[config.mk]
export PLATFORM = sky130hd
export DESIGN_NAME = printer_command_framer_unit
export DESIGN_NICKNAME = d
export VERILOG_FILES = /design/src/hw/rtl/pcf_pkg.sv /design/src/hw/rtl/pcf_front.sv /design/src/hw/rtl/pcf_queue.sv /design/src/hw/rtl/pcf_back.sv /design/src/hw/rtl/printer_command_framer_unit.sv
export SDC_FILE = /design/constraint.sdc
export NUM_CORES = 1
export LEC_CHECK = 0
export BUFFER_PORTS_ARGS = -buffer_cell sky130_fd_sc_hd__clkbuf_2
export CAP_MARGIN = 10
export CORE_AREA = 4 4 119 121
export DETAILED_ROUTE_END_ITERATION = 8
export DIE_AREA = 0 0 123 125
export PLACE_DENSITY = 0.7
export SLEW_MARGIN = 20
export SYNTH_ARGS = -nofsm -noshare
export SYNTH_HDL_FRONTEND = slang
export SYNTH_HIERARCHICAL = 1
export SYNTH_SLANG_ARGS = --single-unit
[constraint.sdc]
create_clock -name i_clk -period 3 [get_ports i_clk]
set_input_delay 0.15 -clock i_clk [delete_from_list [all_inputs] [get_ports i_clk]]
set_output_delay 0.15 -clock i_clk [all_outputs]
set_load 0.1 [all_outputs]
[src/hw/rtl/pcf_pkg.sv]
// shared types, byte constants and helpers for the printer command framer
`default_nettype none
package pcf_pkg;

    typedef enum logic [1:0] {
        OP_BEGIN = 2'd0,
        OP_FIELD = 2'd1,
        OP_DATA  = 2'd2,
        OP_END   = 2'd3
    } t_op;

    typedef struct packed {
        t_op        op;
        logic [7:0] data;
        logic [6:0] seq;
    } t_cmd;

    localparam logic [7:0] BYTE_STX = 8'h02;
    localparam logic [7:0] BYTE_FS  = 8'h1C;
    localparam logic [7:0] BYTE_ETX = 8'h03;
    localparam logic [7:0] SEQ_LO   = 8'h20;
    localparam logic [7:0] SEQ_HI   = 8'h7F;

    localparam int unsigned QDEPTH = 4;
    localparam int unsigned QAW    = $clog2(QDEPTH);

    localparam int unsigned STEPW = 3;

    // index of the final output byte for each operation
    function automatic logic [STEPW-1:0] last_step(input t_op op);
        logic [STEPW-1:0] s;
        unique case (op)
            OP_BEGIN: s = 3'd2;
            OP_FIELD: s = 3'd0;
            OP_DATA:  s = 3'd0;
            OP_END:   s = 3'd4;
            default:  s = 3'd0;
        endcase
        return s;
    endfunction

    // upper-case ascii hex digit of a nibble
    function automatic logic [7:0] hex_digit(input logic [3:0] v);
        logic [7:0] d;
        if (v < 4'd10) begin
            d = 8'h30 + {4'd0, v};
        end else begin
            d = 8'h41 + {4'd0, v} - 8'd10;
        end
        return d;
    endfunction

endpackage
`default_nettype wire

[src/hw/rtl/pcf_front.sv]
// front end: takes items, classifies them and issues frame sequence bytes
`default_nettype none
module pcf_front (
    input  wire logic        i_clk,
    input  wire logic        i_rst_n,
    input  wire logic        i_push,
    input  wire logic [1:0]  i_operation,
    input  wire logic [7:0]  i_data_byte,
    input  wire logic        i_q_full,
    output logic             o_q_push,
    output pcf_pkg::t_cmd    o_q_cmd
);
    import pcf_pkg::*;

    logic [6:0] r_seq;
    logic [6:0] n_seq;
    logic [7:0] seq_inc;
    t_op        op;

    assign op       = t_op'(i_operation);
    assign o_q_push = i_push && !i_q_full;
    assign seq_inc  = {1'b0, r_seq} + 8'd1;

    always_comb begin
        n_seq = r_seq;
        if (o_q_push && op == OP_BEGIN) begin
            if (seq_inc < SEQ_LO || seq_inc > SEQ_HI) begin
                n_seq = SEQ_LO[6:0];
            end else begin
                n_seq = seq_inc[6:0];
            end
        end
    end

    always_comb begin
        o_q_cmd.op   = op;
        o_q_cmd.data = i_data_byte;
        o_q_cmd.seq  = n_seq;
    end

    always_ff @(posedge i_clk) begin
        if (!i_rst_n) begin
            r_seq <= 7'd0;
        end else begin
            r_seq <= n_seq;
        end
    end

endmodule
`default_nettype wire

[src/hw/rtl/pcf_queue.sv]
// short command queue between the front and back ends
`default_nettype none
module pcf_queue (
    input  wire logic        i_clk,
    input  wire logic        i_rst_n,
    input  wire logic        i_push,
    input  pcf_pkg::t_cmd    i_cmd,
    output logic             o_full,
    input  wire logic        i_pop,
    output logic             o_valid,
    output pcf_pkg::t_cmd    o_cmd
);
    import pcf_pkg::*;

    t_cmd           r_mem [QDEPTH];
    logic [QAW-1:0] r_wptr;
    logic [QAW-1:0] r_rptr;
    logic [QAW:0]   r_count;
    logic           do_push;
    logic           do_pop;

    assign o_full  = (r_count == (QAW+1)'(QDEPTH));
    assign o_valid = (r_count != '0);
    assign o_cmd   = r_mem[r_rptr];
    assign do_push = i_push && !o_full;
    assign do_pop  = i_pop && o_valid;

    always_ff @(posedge i_clk) begin
        if (do_push) begin
            r_mem[r_wptr] <= i_cmd;
        end
    end

    always_ff @(posedge i_clk) begin
        if (!i_rst_n) begin
            r_wptr  <= '0;
            r_rptr  <= '0;
            r_count <= '0;
        end else begin
            if (do_push) begin
                r_wptr <= r_wptr + 1'b1;
            end
            if (do_pop) begin
                r_rptr <= r_rptr + 1'b1;
            end
            if (do_push && !do_pop) begin
                r_count <= r_count + 1'b1;
            end else if (do_pop && !do_push) begin
                r_count <= r_count - 1'b1;
            end
        end
    end

endmodule
`default_nettype wire

[src/hw/rtl/pcf_back.sv]
// back end: expands commands into frame bytes, keeps the sum, holds the output item
`default_nettype none
module pcf_back (
    input  wire logic        i_clk,
    input  wire logic        i_rst_n,
    input  wire logic        i_q_valid,
    input  pcf_pkg::t_cmd    i_q_cmd,
    output logic             o_q_pop,
    output logic             o_empty,
    input  wire logic        i_pop,
    output logic [7:0]       o_out_byte,
    output logic             o_last
);
    import pcf_pkg::*;

    logic [STEPW-1:0] r_step;
    logic [STEPW-1:0] n_step;
    logic [15:0]      r_sum;
    logic [15:0]      n_sum;
    logic             r_out_valid;
    logic             n_out_valid;
    logic [7:0]       r_out_byte;
    logic [7:0]       n_out_byte;
    logic             r_out_last;
    logic             n_out_last;
    logic             load;
    logic             final_step;
    logic [7:0]       gen_byte;
    logic [3:0]       nib;

    assign load       = i_q_valid && (!r_out_valid || i_pop);
    assign final_step = (r_step == last_step(i_q_cmd.op));
    assign o_q_pop    = load && final_step;

    always_comb begin
        unique case (r_step)
            3'd1:    nib = r_sum[15:12];
            3'd2:    nib = r_sum[11:8];
            3'd3:    nib = r_sum[7:4];
            default: nib = r_sum[3:0];
        endcase
    end

    always_comb begin
        gen_byte = i_q_cmd.data;
        n_sum    = r_sum;
        unique case (i_q_cmd.op)
            OP_BEGIN: begin
                if (r_step == '0) begin
                    gen_byte = BYTE_STX;
                    n_sum    = {8'd0, BYTE_STX};
                end else if (r_step == 3'd1) begin
                    gen_byte = {1'b0, i_q_cmd.seq};
                    n_sum    = r_sum + {8'd0, gen_byte};
                end else begin
                    gen_byte = i_q_cmd.data;
                    n_sum    = r_sum + {8'd0, gen_byte};
                end
            end
            OP_FIELD: begin
                gen_byte = BYTE_FS;
                n_sum    = r_sum + {8'd0, BYTE_FS};
            end
            OP_DATA: begin
                gen_byte = i_q_cmd.data;
                n_sum    = r_sum + {8'd0, i_q_cmd.data};
            end
            OP_END: begin
                if (r_step == '0) begin
                    gen_byte = BYTE_ETX;
                    n_sum    = r_sum + {8'd0, BYTE_ETX};
                end else begin
                    // checksum digits read the held sum, cleared after the fourth
                    gen_byte = hex_digit(nib);
                    n_sum    = final_step ? 16'd0 : r_sum;
                end
            end
            default: begin
                gen_byte = i_q_cmd.data;
                n_sum    = r_sum;
            end
        endcase
    end

    always_comb begin
        n_step      = r_step;
        n_out_valid = r_out_valid;
        n_out_byte  = r_out_byte;
        n_out_last  = r_out_last;
        if (i_pop && r_out_valid) begin
            n_out_valid = 1'b0;
        end
        if (load) begin
            n_out_valid = 1'b1;
            n_out_byte  = gen_byte;
            n_out_last  = (i_q_cmd.op == OP_END) && final_step;
            n_step      = final_step ? '0 : r_step + 1'b1;
        end
    end

    always_ff @(posedge i_clk) begin
        r_out_byte <= n_out_byte;
        r_out_last <= n_out_last;
    end

    always_ff @(posedge i_clk) begin
        if (!i_rst_n) begin
            r_step      <= '0;
            r_sum       <= '0;
            r_out_valid <= 1'b0;
        end else begin
            r_step      <= n_step;
            r_sum       <= load ? n_sum : r_sum;
            r_out_valid <= n_out_valid;
        end
    end

    assign o_empty    = !r_out_valid;
    assign o_out_byte = r_out_byte;
    assign o_last     = r_out_last;

endmodule
`default_nettype wire

[src/hw/rtl/printer_command_framer_unit.sv]
// top level of the printer command framer
`default_nettype none
// Framer for STX/ETX printer command frames with a 16-bit byte-sum checksum
// sent as four upper-case hex digits. Items go in through a queue-style
// push/full port and frame bytes come out through empty/pop, one byte per
// result item. An item is accepted whenever the four-entry command queue has
// room; the output side then produces one byte per cycle while the consumer
// keeps popping, so a data or field item yields one byte, begin three and end
// five. The back end's single byte generator is what sets that rate. There is
// no startup pass after reset; the first frame uses sequence byte 0x20.
module printer_command_framer_unit (
    input  wire logic       i_clk,
    input  wire logic       i_rst_n,
    input  wire logic       push,
    output logic            full,
    input  wire logic [1:0] i_operation,
    input  wire logic [7:0] i_data_byte,
    output logic            empty,
    input  wire logic       pop,
    output logic [7:0]      o_out_byte,
    output logic            o_last
);
    import pcf_pkg::*;

    logic q_push;
    logic q_full;
    logic q_valid;
    logic q_pop;
    t_cmd q_in_cmd;
    t_cmd q_out_cmd;

    assign full = q_full;

    pcf_front u_front (
        .i_clk       (i_clk),
        .i_rst_n     (i_rst_n),
        .i_push      (push),
        .i_operation (i_operation),
        .i_data_byte (i_data_byte),
        .i_q_full    (q_full),
        .o_q_push    (q_push),
        .o_q_cmd     (q_in_cmd)
    );

    pcf_queue u_queue (
        .i_clk   (i_clk),
        .i_rst_n (i_rst_n),
        .i_push  (q_push),
        .i_cmd   (q_in_cmd),
        .o_full  (q_full),
        .i_pop   (q_pop),
        .o_valid (q_valid),
        .o_cmd   (q_out_cmd)
    );

    pcf_back u_back (
        .i_clk      (i_clk),
        .i_rst_n    (i_rst_n),
        .i_q_valid  (q_valid),
        .i_q_cmd    (q_out_cmd),
        .o_q_pop    (q_pop),
        .o_empty    (empty),
        .i_pop      (pop),
        .o_out_byte (o_out_byte),
        .o_last     (o_last)
    );

endmodule
`default_nettype wire

-- Word-level counts from Yosys, hierarchy flattened
Memory sizes are Yosys's and may differ from the RTL's. A register that Yosys moved wholly into a read port is not among the register bits.
Cells that the tools add are included.
- muxes and demuxes: 23
- shifts and indexed selects: 0
- order comparisons: 3
- reduce and logical (&&, ||, !) cells: 24
- multiply operators: 0
- divide/modulo/power cells: 0
- add/sub/neg operators: 13
- equal/unequal tests: 9
- bitwise operators: 0
- operators with widths (cell ; count):
    16-bit two-way mux ; 4
    16-bit case mux with 4 select lines ; 1
    8-bit two-way mux ; 4
    8-bit case mux with 4 select lines ; 1
    16-bit by 2-bit adder with 16-bit output, second input constant ; 1
    16-bit by 5-bit adder with 16-bit output, second input constant ; 1
    16-bit by 7-bit adder with 16-bit output ; 1
    16-bit by 8-bit adder with 16-bit output ; 1
    7-bit two-way mux ; 2
    4-bit case mux with 3 select lines ; 1
    1-bit logical AND ; 10
    3-bit two-way mux ; 3
    3-bit case mux with 3 select lines ; 1
    7-bit by 1-bit adder with 8-bit output, second input constant ; 1
    7-bit by 4-bit adder with 8-bit output, first input constant ; 1
    8-bit by 7-bit greater-than comparator with 1-bit output, second input constant ; 1
    8-bit by 6-bit < comparator with 1-bit output, second input constant ; 1
    8-bit by 4-bit subtractor with 8-bit output, second input constant ; 1
    6-bit by 4-bit adder with 7-bit output, first input constant ; 1
    3-bit by 1-bit adder with 3-bit output, second input constant ; 2
    3-bit by 2-bit equality test with 1-bit output, second input constant ; 2
    2-bit by 1-bit adder with 2-bit output, second input constant ; 2
    2-bit equality test, second input constant ; 2
    1-bit logical NOT ; 4
    other kinds (16) ; 23
- bits in read-only memories: 0
- output and inout bits: 11
- memories kept: 1
- latch bits: 0
- register bits after elaboration: 43
- RAM bits: 68
- logic and storage cells: 82
- memories (memory ; words ; width ; rd ports ; clocked after memory_dff ; write ports ; RTL line ; text):
    u_queue.r_mem ; 4 ; 17 ; 1 ; 1 ; 1 ; pcf_queue.sv:15 ; t_cmd r_mem [QDEPTH];

-- Logic depth before layout (Yosys ltp)
- depth in word-level cells: 9
- depth in mapped cells: 15
- depth with buffers taken out: 13

-- Modules after synthesis
The synthesis kept the hierarchy.
- modules (own cells, without submodules) (module ; area each (µm²) ; times used ; cells an instance):
    pcf_back ; 3565.9 ; 1 ; 454
    pcf_queue ; 2967.8 ; 1 ; 137
    pcf_front ; 564.3 ; 1 ; 69

-- Worst setup path after synthesis
Ideal clock, no wire load.
- path kind: register to register
- from: register u_queue.r_count[2]
- to: register u_queue.r_count[2]
- data arrival time: 3143 ps
- cell stages (with the launch flop): 11
- setup slack: -219 ps
- setup time: 76 ps
- path buffers: 1
- cell sequence: dfxtp_1 nor3b_2 nor2b_1 nor2b_1 buf_6 ha_1 inv_1 fa_1 xor2_1 or3_1 a21boi_0
- cells in the longest elaborated chain, start to end: 7
- elaborated cells between the ends (all ways): 17
- those cells by class: add/sub (2); eq/ne (1); mux (2); reduce/logical (12)
- ends and longest elaborated chain (element ; RTL line ; text):
    from (decl) ; pcf_queue.sv:18 ; logic [QAW:0] r_count;
    from (signal assigned) ; pcf_queue.sv:47 ; r_count <= r_count + 1'b1;
    from (signal assigned) ; pcf_queue.sv:49 ; r_count <= r_count - 1'b1;
    3-bit equality test (*) ; pcf_queue.sv:22 ; assign o_full = (r_count == (QAW+1)'(QDEPTH));
    named net full ; printer_command_framer_unit.sv:15 ; output logic full,
    1-bit logical NOT (*) ; pcf_front.sv:21 ; assign o_q_push = i_push && !i_q_full;
    1-bit logical AND (*) ; pcf_front.sv:21 ;
    named net q_push ; printer_command_framer_unit.sv:25 ; logic q_push;
    1-bit logical AND (*) ; pcf_queue.sv:25 ; assign do_push = i_push && !o_full;
    named net u_queue.do_push ; pcf_queue.sv:19 ; logic do_push;
    1-bit logical NOT ; pcf_queue.sv:48 ; end else if (do_pop && !do_push) begin
    1-bit logical AND ; pcf_queue.sv:48 ;
    2-bit nonzero test (no line) ; - ;
Mark *: on every way through the listed nets, which the timed path passes. The rest lies on a longest branch. The select of a mux whose other input is x is not followed.
A chain may end at the register's enable or synchronous reset.

==> metrics.txt <==
run status finished with violations; failing checks negative setup slack; unrepaired setup endpoints after global routing true; Setup crit start kind flip-flop; Power Density 1130 nW/um^2; most used flip-flop cell after synthesis edfxtp_1; initial antenna violation count 0; Nets 813; GRT Overall Usage 29.1%; Yosys cell types 99; worst slack at placement -0.154 ns; Rows 42; core area 13100 um^2; clock tree sinks 113; CP Data Required Time 3.33 ns; clock slew at reported path FFs 0.06 ns; Max clock buf depth 2; max-cap violations 0; worst-path cell chain buf_12, mux4_2, ha_4, fa_2, a21o_1, a221oi_4, a21oi_4, a32oi_2, mux2_4, o22ai_2; mean cell area of the mapped netlist 10.8 um^2; global-route wire length before repair 33900 um; final non-filler cell total 955; Die Height 125 um; crit-path max FO 7; dpl cell area 7840 um^2; register area share after synthesis 42.7%; # DRC 0; worst skew pair latency 0.43 ns; minimum clock period 3.16 ns; commonest cells after routing, fill and taps aside buf_4 (94), edfxtp_1 (77), nor2_1 (37); cell area after synthesis 7100 um^2; Final Max Slew Viols 0; WL final 21800 um; Hold Path Class in2reg; routed length per instance 22.8 um; cell area after layout 8900 um^2; Initial Utilization 54.2%; CTS tree built; Cells after Synth 660; Ant. Diodes 0; Fmax 317 MHz; io pins 25; Die Span X 123 um; H-tree depth 4; Max rail drop VDD 799 uV; Critical-path top delay cell mux4_2; EDFF count, synth 77; synthesis warning total 6; commonest non-fill, non-tap cell in the layout buf_4; Crit. End Element flip-flop; die area 15400 um^2; Static Leak 3.41 nW; Port Buf Inserts 24; vias in the first global route 6196; final hold vios 0; Crit path largest cell delay 0.55 ns; asr flop ratio synth 0%; P&R area growth vs syn 25.4%; synthesis-stage register bit count 113; clock root buffer clkbuf_16; initial drt markers 538; share of layout cells above drive strength 1 31.1%; Syn Nets 707; final hold slack 0.0259 ns; grt total ovfl 0; ANT nets after route 0; Placer Congestion 0.959; Final TNS setup -0.733 ns; period utilisation layout 105%; Num CTS Buffers 17; vias 6174; placed cells 896; drt first pass iters 5; Worst-Margin Slew 0.737 ns; CP Class reg2reg; setup violators final 8; via/cell ratio 6.46; Detailed Place HPWL 14900 um; largest net degree at the start of global routing 27; Worst Slack Setup Final -0.158 ns; clk_skew 0.0212 ns; Worst slew margin 50.7%; WP data arrival 3.49 ns
## logic make-up (layout without fill, tap and decap cells)
kind of cell    after synthesis  after routing  share of synthesized area (%)
fa+ha+maj                    33             33                           6.13
xor+xnor                     18             18                           2.22
compound gates              194            194                           20.3
mux                          29             29                           7.21
buf+inv                      71            190                           5.46
flops                       113            113                           42.7
simple gates                202            202                           16.0
## cell usage after synthesis (all sizes together), types with 4 or more instances
| cell type | count | area [um^2] |
|---|---|---|
| nor2 | 39 | 146 |
| nand4 | 8 | 50.1 |
| a221oi | 6 | 58.8 |
| o22ai | 4 | 25.0 |
| nand3 | 18 | 90.1 |
| o211ai | 6 | 45.0 |
| buf | 32 | 239 |
| mux2 | 4 | 45.0 |
| a31o | 5 | 43.8 |
| nor2b | 10 | 62.6 |
| and2 | 19 | 121 |
| a41o | 4 | 40.0 |
| a21oi | 40 | 208 |
| edfxtp | 77 | 2310 |
| and3 | 11 | 70.1 |
| a32oi | 5 | 51.3 |
| o21ai | 39 | 203 |
| a222oi | 4 | 40.0 |
| mux4 | 17 | 387 |
| inv | 23 | 86.3 |
| o311ai | 6 | 75.1 |
| a31oi | 12 | 75.1 |
| a21o | 7 | 52.6 |
| mux2i | 8 | 80.1 |
| o31ai | 4 | 35.0 |
| or3 | 7 | 43.8 |
| nor3 | 20 | 128 |
| nand2b | 9 | 63.8 |
| clkbuf | 16 | 62.6 |
| nand2 | 34 | 128 |
| ha | 30 | 375 |
| a211oi | 11 | 82.6 |
| dfxtp | 36 | 721 |
| xnor2 | 13 | 114 |
| xor2 | 5 | 43.8 |
## layer usage
metal,track usage [%],share of wire (%),vias up
li1,-,-,2792
met1,34.5,38,3014
met2,48.0,50,283
met3,7.23,7.3,85
met4,16.0,4.7,0
met5,0,0,-
## metrics by stage
| step | utilization (%) | total power, W |
|---|---|---|
| global route | 68.0 | 0.0106 |
| detailed placement | 59.9 | 0.00734 |
| finish | 68.0 | 0.0100 |
| CTS | 66.5 | 0.00965 |
| global placement | 59.9 | 0.00724 |
| floorplan | - | 0.00559 |
## worst paths after layout
check / startpoint / to / slack [ns] / cells after the start
worst max register to register: flip-flop / u_back/r_sum[12]$_SDFFE_PN0P_ / -0.16 / 10
worst min register to register: u_front/r_seq[0]$_SDFF_PN0_ / u_front/r_seq[0]$_SDFF_PN0_ / 0.52 / 2
worst max-delay path: flip-flop / u_back/r_sum[12]$_SDFFE_PN0P_ / -0.16 / 10
worst min-delay path: i_operation[0] / u_queue/r_mem[0][15]$_DFFE_PP_ / 0.03 / 1
## state kept, by name (all words and copies together), names as in the netlist, named ones only
name / flops
u_back/r_step: 3
u_queue/r_mem: 68
u_queue/r_wptr: 2
u_back/o_last: 1
u_back/r_sum: 16
u_front/r_seq: 7
u_back/o_out_byte: 8
u_back/r_out_valid: 1
u_queue/r_rptr: 2
u_queue/r_count: 3
## what timing repair did
| item | in CTS | in global routing |
|---|---|---|
| setup endpoints to repair | 9 | 12 |
| pin swaps | 13 | 18 |
| resized for setup | 23 | 26 |
| gates cloned | 1 | 0 |
| endpoints found under the hold margin | 36 | 0 |
| buffers inserted | 5 | 13 |
| hold buffers | 9 | 0 |
## critical path: cells and delay by family (launching register included)
kind	cells	cell delay, ns
AO/OA/AOI/OAI	5	1.10
adder cells (fa/ha/maj)	2	0.59
buffers and inverters	1	0.12
flip-flops	1	0.36
multiplexers	2	0.88
## area by class of cell
class                      count  area, um^2
multi-input combinational    476        3950
sequential                   113        3040
clock inverter                14         156
tap                          176         220
fill                         971        4180
clock buffer                  18         429
inverter                      23        86.3
timing repair buffer         135        1030
## report_power, final
group          leakage (nW)  switching, W  internal, W  total, W
Combinational          2.12       0.00333      0.00229   0.00562
Clock                 0.275      0.000774      0.00123   0.00201
Sequential             1.02      0.000360      0.00204   0.00240
Total                  3.41       0.00447      0.00556    0.0100
Power figures use the tool's default switching activity.
